<file path="config.mk">
export PLATFORM = sky130hd
export DESIGN_NAME = depth_column_hole_fill_top
export DESIGN_NICKNAME = d
export VERILOG_FILES = /design/src/rtl/core/dchf_pkg.sv /design/src/rtl/core/depth_column_hole_fill_top.sv /design/src/rtl/core/dchf_ctrl.sv /design/src/rtl/core/dchf_dpath.sv
export SDC_FILE = /design/constraint.sdc
export NUM_CORES = 1
export LEC_CHECK = 0
export ABC_CLOCK_PERIOD_IN_PS = 10600
export BUFFER_PORTS_ARGS = -buffer_cell sky130_fd_sc_hd__buf_2
export CAP_MARGIN = 20
export CORE_MARGIN = 1
export CORE_UTILIZATION = 42
export CTS_BUF_LIST = sky130_fd_sc_hd__clkbuf_8
export DETAILED_ROUTE_END_ITERATION = 8
export GPL_TIMING_DRIVEN = 1
export SETUP_SLACK_MARGIN = 0.3
export SYNTH_ARGS = -nofsm -noshare
export SYNTH_HDL_FRONTEND = slang
export SYNTH_SLANG_ARGS = --single-unit
</file>
<file path="constraint.sdc">
create_clock -name i_clk -period 10.6 [get_ports i_clk]
set_clock_uncertainty 0.15 [all_clocks]
set_input_delay 2.12 -clock i_clk [delete_from_list [all_inputs] [get_ports i_clk]]
set_output_delay 2.12 -clock i_clk [all_outputs]
set_load 0.005 [all_outputs]
</file>
<file path="src/rtl/core/dchf_pkg.sv">
// Package for the depth column hole filler.
// Holds widths, limits and the command and status types shared by the controller and datapath.
// No dependencies.
package dchf_pkg;

    localparam int DEPTH_W = 16;
    localparam int CNT_W   = 7;
    localparam int BIT_W   = 4;
    localparam logic [CNT_W-1:0] MAX_GAP   = 7'd64;
    localparam logic [CNT_W-1:0] GAP_RESET = 7'd64;

    typedef struct packed {
        logic load;
        logic step;
        logic put_zero;
        logic put_fill;
        logic put_last;
    } t_dchf_cmd;

    typedef struct packed {
        logic zero;
        logic have_above;
        logic pending_nz;
        logic release_run;
        logic cnt_one;
        logic div_last;
        logic out_free;
    } t_dchf_status;

endpackage

</file>
<file path="src/rtl/core/depth_column_hole_fill_top.sv">
// Depth column hole filler: fills short vertical zero runs between two nonzero samples of a
// column by stepwise interpolation. A sample that needs no filling passes through the S_LAST
// state into the output register. Each filled sample runs through a serial divider, which
// produces one quotient bit per cycle, then S_FILL passes it to the output register.
// Held zeros released unfilled leave at one per cycle while the output register is free.
// The next sample is taken once all results of the current one sit in or have passed the
// output register.
// Depends on dchf_pkg, dchf_ctrl and dchf_dpath.
module depth_column_hole_fill_top
    import dchf_pkg::*;
(
    input  logic               i_clk,
    input  logic               i_rst_n,
    input  logic               i_cfg_we,
    input  logic [CNT_W-1:0]   i_cfg_data,
    input  logic               i_valid,
    output logic               o_ready,
    input  logic [DEPTH_W-1:0] i_depth,
    input  logic               i_column_end,
    output logic               o_valid,
    input  logic               i_ready,
    output logic [DEPTH_W-1:0] o_depth_out,
    output logic               o_filled,
    output logic               o_column_end_out
);

    t_dchf_cmd    cmd;
    t_dchf_status status;

    dchf_ctrl u_ctrl (
        .i_clk        (i_clk),
        .i_rst_n      (i_rst_n),
        .i_valid      (i_valid),
        .i_column_end (i_column_end),
        .i_status     (status),
        .o_ready      (o_ready),
        .o_cmd        (cmd)
    );

    dchf_dpath u_dpath (
        .i_clk            (i_clk),
        .i_rst_n          (i_rst_n),
        .i_cfg_we         (i_cfg_we),
        .i_cfg_data       (i_cfg_data),
        .i_depth          (i_depth),
        .i_column_end     (i_column_end),
        .i_cmd            (cmd),
        .i_ready          (i_ready),
        .o_status         (status),
        .o_valid          (o_valid),
        .o_depth_out      (o_depth_out),
        .o_filled         (o_filled),
        .o_column_end_out (o_column_end_out)
    );

endmodule

</file>
<file path="src/rtl/core/dchf_ctrl.sv">
// Controller of the depth column hole filler: sequences the transfers of one input item.
// Depends on dchf_pkg.
module dchf_ctrl
    import dchf_pkg::*;
(
    input  logic         i_clk,
    input  logic         i_rst_n,
    input  logic         i_valid,
    input  logic         i_column_end,
    input  t_dchf_status i_status,
    output logic         o_ready,
    output t_dchf_cmd    o_cmd
);

    localparam logic [2:0] S_IDLE = 3'd0;
    localparam logic [2:0] S_ZERO = 3'd1;
    localparam logic [2:0] S_DIV  = 3'd2;
    localparam logic [2:0] S_FILL = 3'd3;
    localparam logic [2:0] S_LAST = 3'd4;

    logic [2:0] r_state;
    logic [2:0] n_state;
    logic       r_tail;
    logic       n_tail;
    logic       accept;

    assign o_ready = (r_state == S_IDLE);
    assign accept  = i_valid && o_ready;

    always_comb begin
        n_state = r_state;
        n_tail  = r_tail;
        o_cmd   = '0;
        unique case (r_state)
            S_IDLE: begin
                if (accept) begin
                    o_cmd.load = 1'b1;
                    if (i_status.zero) begin
                        if (i_column_end) begin
                            n_tail  = 1'b1;
                            n_state = i_status.pending_nz ? S_ZERO : S_LAST;
                        end else if (!i_status.have_above) begin
                            n_state = S_LAST;
                        end else if (i_status.release_run) begin
                            n_tail  = 1'b0;
                            n_state = S_ZERO;
                        end
                    end else begin
                        n_state = i_status.pending_nz ? S_DIV : S_LAST;
                    end
                end
            end
            S_ZERO: begin
                if (i_status.out_free) begin
                    o_cmd.put_zero = 1'b1;
                    if (i_status.cnt_one) begin
                        n_state = r_tail ? S_LAST : S_IDLE;
                    end
                end
            end
            S_DIV: begin
                o_cmd.step = 1'b1;
                if (i_status.div_last) begin
                    n_state = S_FILL;
                end
            end
            S_FILL: begin
                if (i_status.out_free) begin
                    o_cmd.put_fill = 1'b1;
                    n_state = i_status.cnt_one ? S_LAST : S_DIV;
                end
            end
            S_LAST: begin
                if (i_status.out_free) begin
                    o_cmd.put_last = 1'b1;
                    n_state = S_IDLE;
                end
            end
            default: begin
                n_state = S_IDLE;
            end
        endcase
    end

    always_ff @(posedge i_clk) begin
        if (!i_rst_n) begin
            r_state <= S_IDLE;
            r_tail  <= 1'b0;
        end else begin
            r_state <= n_state;
            r_tail  <= n_tail;
        end
    end

endmodule

</file>
<file path="src/rtl/core/dchf_dpath.sv">
// Datapath of the depth column hole filler: column state, run counter, serial divider
// and output register. Depends on dchf_pkg.
module dchf_dpath
    import dchf_pkg::*;
(
    input  logic               i_clk,
    input  logic               i_rst_n,
    input  logic               i_cfg_we,
    input  logic [CNT_W-1:0]   i_cfg_data,
    input  logic [DEPTH_W-1:0] i_depth,
    input  logic               i_column_end,
    input  t_dchf_cmd          i_cmd,
    input  logic               i_ready,
    output t_dchf_status       o_status,
    output logic               o_valid,
    output logic [DEPTH_W-1:0] o_depth_out,
    output logic               o_filled,
    output logic               o_column_end_out
);

    logic [CNT_W-1:0]   r_gap_limit;
    logic [DEPTH_W-1:0] r_last_valid;
    logic               r_have_above;
    logic [CNT_W-1:0]   r_pending;

    logic [DEPTH_W-1:0] r_in_depth;
    logic               r_in_cend;
    logic [DEPTH_W-1:0] r_prev;
    logic [CNT_W-1:0]   r_cnt;
    logic [CNT_W-1:0]   r_den;

    logic [CNT_W-1:0]   r_rem;
    logic [DEPTH_W-1:0] r_quo;
    logic               r_neg;
    logic [BIT_W-1:0]   r_bit;

    logic               r_out_valid;
    logic [DEPTH_W-1:0] r_out_depth;
    logic               r_out_filled;
    logic               r_out_cend;

    logic [CNT_W-1:0]   lim;
    logic [CNT_W-1:0]   pend_inc;
    logic               in_zero;
    logic               out_free;
    logic [DEPTH_W-1:0] init_prev;
    logic [DEPTH_W-1:0] init_end;
    logic [DEPTH_W:0]   diff;
    logic [DEPTH_W:0]   diff_mag;
    logic [CNT_W:0]     shifted;
    logic               sub_ok;
    logic [DEPTH_W:0]   adj;
    logic [DEPTH_W:0]   fill_sum;
    logic [DEPTH_W-1:0] fill_val;

    always_comb begin
        if (r_gap_limit == '0) begin
            lim = CNT_W'(1);
        end else if (r_gap_limit > MAX_GAP) begin
            lim = MAX_GAP;
        end else begin
            lim = r_gap_limit;
        end
    end

    assign pend_inc = r_pending + CNT_W'(1);
    assign in_zero  = (i_depth == '0);
    assign out_free = !r_out_valid || i_ready;

    assign o_status.zero        = in_zero;
    assign o_status.have_above  = r_have_above;
    assign o_status.pending_nz  = (r_pending != '0);
    assign o_status.release_run = (pend_inc >= lim);
    assign o_status.cnt_one     = (r_cnt == CNT_W'(1));
    assign o_status.div_last    = (r_bit == {BIT_W{1'b1}});
    assign o_status.out_free    = out_free;

    // Serial restoring division of |end - prev| by the row distance.
    assign shifted = {r_rem, r_quo[DEPTH_W-1]};
    assign sub_ok  = (shifted >= {1'b0, r_den});

    // Floor division: a negative difference rounds the magnitude quotient up.
    assign adj      = {1'b0, r_quo} + {{DEPTH_W{1'b0}}, (r_rem != '0)};
    assign fill_sum = r_neg ? ({1'b0, r_prev} - adj) : ({1'b0, r_prev} + {1'b0, r_quo});
    assign fill_val = fill_sum[DEPTH_W-1:0];

    assign init_prev = i_cmd.load ? r_last_valid : fill_val;
    assign init_end  = i_cmd.load ? i_depth : r_in_depth;
    assign diff      = {1'b0, init_end} - {1'b0, init_prev};
    assign diff_mag  = diff[DEPTH_W] ? (~diff + (DEPTH_W+1)'(1)) : diff;

    always_ff @(posedge i_clk) begin
        if (!i_rst_n) begin
            r_gap_limit  <= GAP_RESET;
            r_last_valid <= '0;
            r_have_above <= 1'b0;
            r_pending    <= '0;
            r_out_valid  <= 1'b0;
        end else begin
            if (i_cfg_we) begin
                r_gap_limit <= i_cfg_data;
            end
            if (i_cmd.load) begin
                if (in_zero) begin
                    if (i_column_end) begin
                        r_pending    <= '0;
                        r_have_above <= 1'b0;
                    end else if (r_have_above) begin
                        if (pend_inc >= lim) begin
                            r_pending    <= '0;
                            r_have_above <= 1'b0;
                        end else begin
                            r_pending <= pend_inc;
                        end
                    end
                end else begin
                    r_pending    <= '0;
                    r_last_valid <= i_depth;
                    r_have_above <= !i_column_end;
                end
            end
            if (i_cmd.put_zero || i_cmd.put_fill || i_cmd.put_last) begin
                r_out_valid <= 1'b1;
            end else if (i_ready) begin
                r_out_valid <= 1'b0;
            end
        end
    end

    always_ff @(posedge i_clk) begin
        if (i_cmd.load) begin
            r_in_depth <= i_depth;
            r_in_cend  <= i_column_end;
            r_prev     <= r_last_valid;
            r_cnt      <= (in_zero && !i_column_end && r_have_above) ? pend_inc : r_pending;
            r_den      <= pend_inc;
        end
        if (i_cmd.load || i_cmd.put_fill) begin
            r_rem <= '0;
            r_quo <= diff_mag[DEPTH_W-1:0];
            r_neg <= diff[DEPTH_W];
            r_bit <= '0;
        end else if (i_cmd.step) begin
            r_rem <= sub_ok ? CNT_W'(shifted - {1'b0, r_den}) : shifted[CNT_W-1:0];
            r_quo <= {r_quo[DEPTH_W-2:0], sub_ok};
            r_bit <= r_bit + BIT_W'(1);
        end
        if (i_cmd.put_zero) begin
            r_cnt        <= r_cnt - CNT_W'(1);
            r_out_depth  <= '0;
            r_out_filled <= 1'b0;
            r_out_cend   <= 1'b0;
        end
        if (i_cmd.put_fill) begin
            r_cnt        <= r_cnt - CNT_W'(1);
            r_den        <= r_cnt;
            r_prev       <= fill_val;
            r_out_depth  <= fill_val;
            r_out_filled <= 1'b1;
            r_out_cend   <= 1'b0;
        end
        if (i_cmd.put_last) begin
            r_out_depth  <= r_in_depth;
            r_out_filled <= 1'b0;
            r_out_cend   <= r_in_cend;
        end
    end

    assign o_valid          = r_out_valid;
    assign o_depth_out      = r_out_depth;
    assign o_filled         = r_out_filled;
    assign o_column_end_out = r_out_cend;

`ifndef ASSERT_OFF
    a_pending_above: assert property (@(posedge i_clk) disable iff (!i_rst_n)
        (r_pending != '0) |-> r_have_above)
        else $error("Held zeros without a valid sample above.");

    a_fill_divisor: assert property (@(posedge i_clk) disable iff (!i_rst_n)
        i_cmd.put_fill |-> (r_cnt != '0) && (r_den >= CNT_W'(2)))
        else $error("Fill issued with an invalid row distance.");

    a_fill_nonzero: assert property (@(posedge i_clk) disable iff (!i_rst_n)
        (r_out_valid && r_out_filled) |-> (r_out_depth != '0))
        else $error("Interpolated sample is zero.");
`endif

endmodule
</file>
## Yosys cells after proc, flatten, opt, wreduce, memory -nomap -nowiden

Cells that the tools add are included.

| operators by class | value |
|---|---|
| reduce and logical (&&, ||, !) cells | 26 |
| equal/unequal tests | 14 |
| muxes and demuxes | 59 |
| add/sub/neg operators | 9 |
| magnitude comparators | 3 |
| bitwise gates (word level) | 2 |

Operators by type and width:

| cell | number |
|---|---|
| $mux 16 | 11 |
| $mux 7 | 13 |
| $mux 3 | 14 |
| $mux 1 | 20 |
| $sub 16x16->17 | 1 |
| $add 16x1->16 | 1 |
| $add 16x1->16 const B | 1 |
| $add 16x16->16 | 1 |
| $logic_not 16->1 | 1 |
| $not 16->16 | 1 |
| $sub 16x16->16 | 1 |
| $pmux 3 s5 | 1 |
| $reduce_bool 7->1 | 2 |
| $reduce_bool 2->1 | 6 |
| $ge 8x7->1 | 1 |
| $ne 2x1->1 const B | 4 |
| $add 7x1->7 const B | 1 |
| $eq 7x1->1 const B | 1 |
| $ge 7x7->1 | 1 |
| $gt 7x7->1 const B | 1 |
| $logic_not 7->1 | 1 |
| $reduce_and 7->1 | 1 |
| $sub 7x1->7 const B | 1 |
| $sub 7x7->7 | 1 |
| other kinds (16) | 26 |

| storage, ports and cells | value |
|---|---|
| register bits | 129 |
| output and inout port bits | 20 |

## Depth between registers and ports, before layout

| depth | value |
|---|---|
| depth after elaboration | 10 |
| mapped depth | 26 |
| mapped depth without buffers | 24 |

## Hierarchy

Synthesis repeated with hierarchy kept, for this count alone.

| unflattened totals | value |
|---|---|
| cell total of the unflattened synthesis | 1054 |
| area total of the unflattened synthesis | 9202.6 um^2 |

By module, submodules not included:

| module | sequential area each (um^2) | area an instance (um^2) | cells each | instances |
|---|---|---|---|---|
| dchf_dpath | 3153.0 | 8846.0 | 1007 | 1 |
| dchf_ctrl | 80.1 | 356.6 | 47 | 1 |

## Worst setup path before layout

OpenSTA, ideal clock, no wires.

| timing | value |
|---|---|
| path kind | input to register |
| start point | input port i_valid |
| end point | register u_dpath.r_quo[14] (data pin) |
| slack | 4.805 ns |
| arrival time | 5.332 ns |
| setup time | 0.313 ns |
| cell stages on the path | 17 |
| buffers on the path | 2 |
| path through | nand2_1 inv_1 clkbuf_1 buf_1 nand2_1 o21ai_0 ha_1 inv_1 fa_1 xnor2_1 and2_1 o221ai_1 a211oi_4 nand4b_4 or4_4 nand3_1 a31oi_1 |

RTL lines:

| item | RTL line | source |
|---|---|---|
| start, declared | depth_column_hole_fill_top.sv:16 | `input logic i_valid,` |
| end signal, assigned | dchf_dpath.sv:140 | `r_quo <= diff_mag[DEPTH_W-1:0];` |
| end signal, assigned | dchf_dpath.sv:145 | `r_quo <= {r_quo[DEPTH_W-2:0], sub_ok};` |
| end, declared | dchf_dpath.sv:33 | `logic [DEPTH_W-1:0] r_quo;` |

## Worst setup path in the final report

| timing | value |
|---|---|
| start point | register u_dpath.r_rem[3] |
| end point | register u_dpath.r_quo[11] (data pin) |

| on the way | value |
|---|---|
| cells in the longest elaborated chain, start to end | 10 |

Ends and longest elaborated chain:

| item | RTL line | source |
|---|---|---|
| start, declared | dchf_dpath.sv:32 | `logic [CNT_W-1:0] r_rem;` |
| start signal, assigned | dchf_dpath.sv:144 | `r_rem <= sub_ok ? CNT_W'(shifted - {1'b0, r_den}) : shifted[CNT_W-1:0];` |
| $reduce_bool 7->1 * | dchf_dpath.sv:83 | `assign adj = {1'b0, r_quo} + {{DEPTH_W{1'b0}}, (r_rem != '0)};` |
| $add 16x1->16 * | dchf_dpath.sv:83 |  |
| $sub 16x16->16 * | dchf_dpath.sv:84 | `assign fill_sum = r_neg ? ({1'b0, r_prev} - adj) : ({1'b0, r_prev} + {1'b0, r_quo});` |
| $mux 16 * | dchf_dpath.sv:84 |  |
| $mux 16 * | dchf_dpath.sv:87 | `assign init_prev = i_cmd.load ? r_last_valid : fill_val;` |
| $sub 16x16->17 * | dchf_dpath.sv:89 | `assign diff = {1'b0, init_end} - {1'b0, init_prev};` |
| $not 16->16 | dchf_dpath.sv:90 | `assign diff_mag = diff[DEPTH_W] ? (~diff + (DEPTH_W+1)'(1)) : diff;` |
| $add 16x1->16 | dchf_dpath.sv:90 |  |
| $mux 16 * | dchf_dpath.sv:90 |  |
| $mux 16 * | dchf_dpath.sv:138 | `if (i_cmd.load \|\| i_cmd.put_fill) begin` |

Mark *: on every way between the ends. The rest lies on a longest branch, timed or not.
A chain may end at the register's enable or synchronous reset.

==> results.json <==
{
  "routabilityCongestion": 0.866,
  "cts-root-buf": "sky130_fd_sc_hd__clkbuf_8",
  "synth-seq-cells": 129,
  "final_layout_size_suffix_gt1_share_pct": 10.4,
  "remaining_overflow_grt": 0,
  "path_class": "reg2reg",
  "netlist-cell-type-count": 76,
  "chipHeight_um": 150,
  "setup_repair_after_global_routing_missed_its_margin": "false",
  "postSynth.asyncResetShare_pct": 0,
  "drt_iter0_drc": 438,
  "synth.yosys.warnings": 0,
  "place_hpwl_mm": 17.0,
  "antenna_found_initial": 0,
  "critical_path.startpoint_type": "flip-flop",
  "maxSlewViolCount": 0,
  "fin_nets": 1206,
  "p_per_area_nw_per_um2": 312,
  "synth_sequential_area_ratio_pct": 35.0,
  "rr_startpoint": "u_dpath.r_rem[3]",
  "dominantRegCellSynth": "sky130_fd_sc_hd__edfxtp_1",
  "hold_path.startpoint": "u_dpath.r_in_depth[10]",
  "static-leakage-power_uw": 0.00453,
  "floorplan.initialDensity_pct": 43.3,
  "detailroute.via_count": 7511,
  "cts_inserted_buffers": 17,
  "post-synth-top-area-cell": "sky130_fd_sc_hd__edfxtp_1",
  "crit_start": "u_dpath.r_rem[3]",
  "drt_pass1_iterations": 5,
  "floorplan.core_area_um2": 21300,
  "synth.most_common_cell": "sky130_fd_sc_hd__nand2_1",
  "total_count_of_hold_check_failures_in_the_final_report": 0,
  "post_synthesis_net_count": 1168,
  "gate_count_post_synth": 1055,
  "postPlaceCellArea_um2": 9740,
  "timing.slew.headroom_pct": 28.4,
  "drt-total-wl_mm": 22.3,
  "maxCapViolCount": 0,
  "clock-sinks": 129,
  "cts-root-to-sink-buffers": 2,
  "grt_use_total_pct": 20.5,
  "leading_cell_types_by_count_after_synthesis": "sky130_fd_sc_hd__nand2_1, sky130_fd_sc_hd__ha_1, sky130_fd_sc_hd__inv_1, sky130_fd_sc_hd__nor2_1, sky130_fd_sc_hd__edfxtp_1",
  "cp.required_ps": 10640,
  "post_cts_hold_fix_bufs": 0,
  "synth_area_um2": 9230,
  "portBuffers": 48,
  "clk_latency_ps": 450,
  "fin_crit_sh_pct": 61.3,
  "fin_hold_ws_ps": 328,
  "status": "finished, final reports clean",
  "syn_avg_cell_area_um2": 8.75,
  "finalSetupViolations": 0,
  "routed_wl_per_cell_um": 16.2,
  "number_of_global_route_vias_before_repair": 6899,
  "end_kind": "flip-flop",
  "die-width_um": 150,
  "insertedDiodeCount": 0,
  "worstPathArrival_ps": 6540,
  "fmax_ghz": 0.154,
  "worstPathMaxFanout": 19,
  "largest_net_degree_at_the_start_of_global_routing": 38,
  "ys_top_cells_by_area": "sky130_fd_sc_hd__edfxtp_1, sky130_fd_sc_hd__dfxtp_1, sky130_fd_sc_hd__ha_1",
  "buffers_inserted_by_post_cts_timing_repair": 0,
  "yosysTopAreaCellShare_pct": 21.2,
  "max_slew.worst_pin.slew_ps": 1070,
  "cts_tree": "built",
  "design_area_um2": 10200,
  "number_of_flops_mapped_to_enable_cells_by_yosys": 65,
  "drt_drc_violations_left": 0,
  "clkSlewWorstSetupHoldPaths_ps": 80,
  "timing.final.crit_period_ps": 6500,
  "rows": 53,
  "cts_resized": 0,
  "floorplan.io_pins": 49,
  "number_of_routed_nets_with_antenna_violations": 0,
  "cts.htree.levels": 4,
  "die_outline_area_um2": 22600,
  "fin_tns_setup_ps": 0,
  "hold_path.class": "reg2reg",
  "ratio_of_routed_vias_to_standard_cells": 5.44,
  "vdd_drop_max_mv": 0.127,
  "synthToLayoutAreaGrowth_pct": 10.8,
  "grt_pass1_wl_mm": 35.8
}
-- report_power, final --
part	total [uW]	leakage [uW]	switching (uW)	internal, uW
sequential	665	0.00116	50.9	614
combinational	2020	0.00312	1210	803
clock	509	0.000250	196	313
-- worst max-delay path: stages (launching register included) --
cell and delay [ps]:
sky130_fd_sc_hd__dfxtp_1 350, sky130_fd_sc_hd__nor4_1 360, sky130_fd_sc_hd__nand2_1 210, sky130_fd_sc_hd__fa_1 540, sky130_fd_sc_hd__ha_1 170, sky130_fd_sc_hd__nor2_1 60, sky130_fd_sc_hd__fa_1 400, sky130_fd_sc_hd__a21boi_0 270
sky130_fd_sc_hd__o21ai_0 140, sky130_fd_sc_hd__a21boi_0 400, sky130_fd_sc_hd__o221ai_1 230, sky130_fd_sc_hd__nand3_1 120, sky130_fd_sc_hd__o21ai_0 90, sky130_fd_sc_hd__buf_4 180, sky130_fd_sc_hd__mux2i_1 130, sky130_fd_sc_hd__ha_1 280
sky130_fd_sc_hd__a211o_1 310, sky130_fd_sc_hd__or2_1 260, sky130_fd_sc_hd__and3b_1 280, sky130_fd_sc_hd__o31a_1 190, sky130_fd_sc_hd__o21a_1 500, sky130_fd_sc_hd__o21ai_1 160, sky130_fd_sc_hd__xnor2_1 160, sky130_fd_sc_hd__mux2_2 280
-- cells in the final DEF, fill, tap and decap left out, types with 5 or more instances in the layout --
| master | instances |
|---|---|
| sky130_fd_sc_hd__a21boi_0 | 22 |
| sky130_fd_sc_hd__a211o_1 | 6 |
| sky130_fd_sc_hd__a21oi_1 | 50 |
| sky130_fd_sc_hd__nor3_1 | 14 |
| sky130_fd_sc_hd__nand3_1 | 20 |
| sky130_fd_sc_hd__clkbuf_8 | 19 |
| sky130_fd_sc_hd__nand2_1 | 153 |
| sky130_fd_sc_hd__nand4_1 | 5 |
| sky130_fd_sc_hd__o31ai_1 | 7 |
| sky130_fd_sc_hd__xnor2_1 | 37 |
| sky130_fd_sc_hd__dfxtp_1 | 64 |
| sky130_fd_sc_hd__buf_4 | 8 |
| sky130_fd_sc_hd__a31oi_1 | 7 |
| sky130_fd_sc_hd__edfxtp_1 | 65 |
| sky130_fd_sc_hd__nand2b_1 | 13 |
| sky130_fd_sc_hd__ha_1 | 79 |
| sky130_fd_sc_hd__xor2_1 | 24 |
| sky130_fd_sc_hd__a22o_1 | 10 |
| sky130_fd_sc_hd__a211oi_1 | 9 |
| sky130_fd_sc_hd__or3_1 | 10 |
| sky130_fd_sc_hd__o21ai_0 | 59 |
| sky130_fd_sc_hd__and3_1 | 7 |
| sky130_fd_sc_hd__inv_1 | 80 |
| sky130_fd_sc_hd__bufinv_16 | 6 |
| sky130_fd_sc_hd__and2_1 | 6 |
| sky130_fd_sc_hd__fa_1 | 5 |
| sky130_fd_sc_hd__mux2_2 | 13 |
| sky130_fd_sc_hd__nor4_1 | 12 |
| sky130_fd_sc_hd__a21o_1 | 30 |
| sky130_fd_sc_hd__nor2b_1 | 27 |
| sky130_fd_sc_hd__nor2_1 | 75 |
| sky130_fd_sc_hd__mux2i_1 | 28 |
| sky130_fd_sc_hd__buf_2 | 48 |
| sky130_fd_sc_hd__a22oi_1 | 8 |
-- kinds of logic after synthesis --
| logic type | Yosys count | synth area share [%] |
|---|---|---|
| simple gates | 371 | 19.3 |
| xor+xnor | 61 | 5.79 |
| flops | 129 | 35.0 |
| fa+ha+maj | 84 | 11.8 |
| compound gates | 254 | 18.8 |
| mux | 41 | 4.62 |
| buf+inv | 115 | 4.69 |
-- cell type report --
type / instances / area (um2)
clock buffers: 19 / 262
clock inverters: 13 / 215
fillers: 2037 / 11100
inverters: 78 / 293
multi-input cells: 811 / 5570
flip-flops and latches: 129 / 3230
well taps: 275 / 344
repair buffers: 56 / 300
-- per-layer routing --
metal / part of all wire (%) / track usage [%] / wire [um]
met5: 0 / 0 / 0
met1: 54 / 31.5 / 12100
met4: 1.2 / 5.40 / 272
met3: 3.7 / 3.03 / 831
met2: 41 / 29.5 / 9190
-- path summary, 6_finish.rpt --
check / to / depth (start not counted) / slack (ps)
worst max-delay path: u_dpath.r_quo[11] / 23 / 4100
worst min-delay path: u_dpath.r_in_depth[10] / 2 / 330
worst max register to register: u_dpath.r_quo[11] / 23 / 4100
worst min register to register: u_dpath.r_in_depth[10] / 2 / 330
-- registers in the layout, summed over array words and instances, names as in the netlist --
signal / cells
u_dpath.r_rem: 7
u_dpath.o_filled: 1
u_dpath.r_prev: 16
u_dpath.r_neg: 1
u_dpath.o_valid: 1
u_dpath.r_quo: 16
u_dpath.r_pending: 7
u_dpath.r_have_above: 1
u_dpath.r_in_depth: 16
u_dpath.r_last_valid: 16
u_dpath.r_in_cend: 1
u_dpath.o_depth_out: 16
u_dpath.r_den: 7
u_dpath.r_gap_limit: 7
u_ctrl.r_tail: 1
u_ctrl.r_state: 3
u_dpath.r_bit: 4
u_dpath.r_cnt: 7
u_dpath.o_column_end_out: 1
-- per-stage QoR --
step	util (%)	cells	setup slack, ps	total power, uW
2_1_floorplan	-	1055	4810	2220
3_3_place_gp	45.8	1349	4050	2640
3_5_place_dp	45.8	1349	3900	2660
4_1_cts	48.0	1381	4090	3170
5_1_grt	48.0	1381	3630	3440
6_report	48.0	1381	4100	3190
No activity file was read; power rests on OpenSTA's default activity.
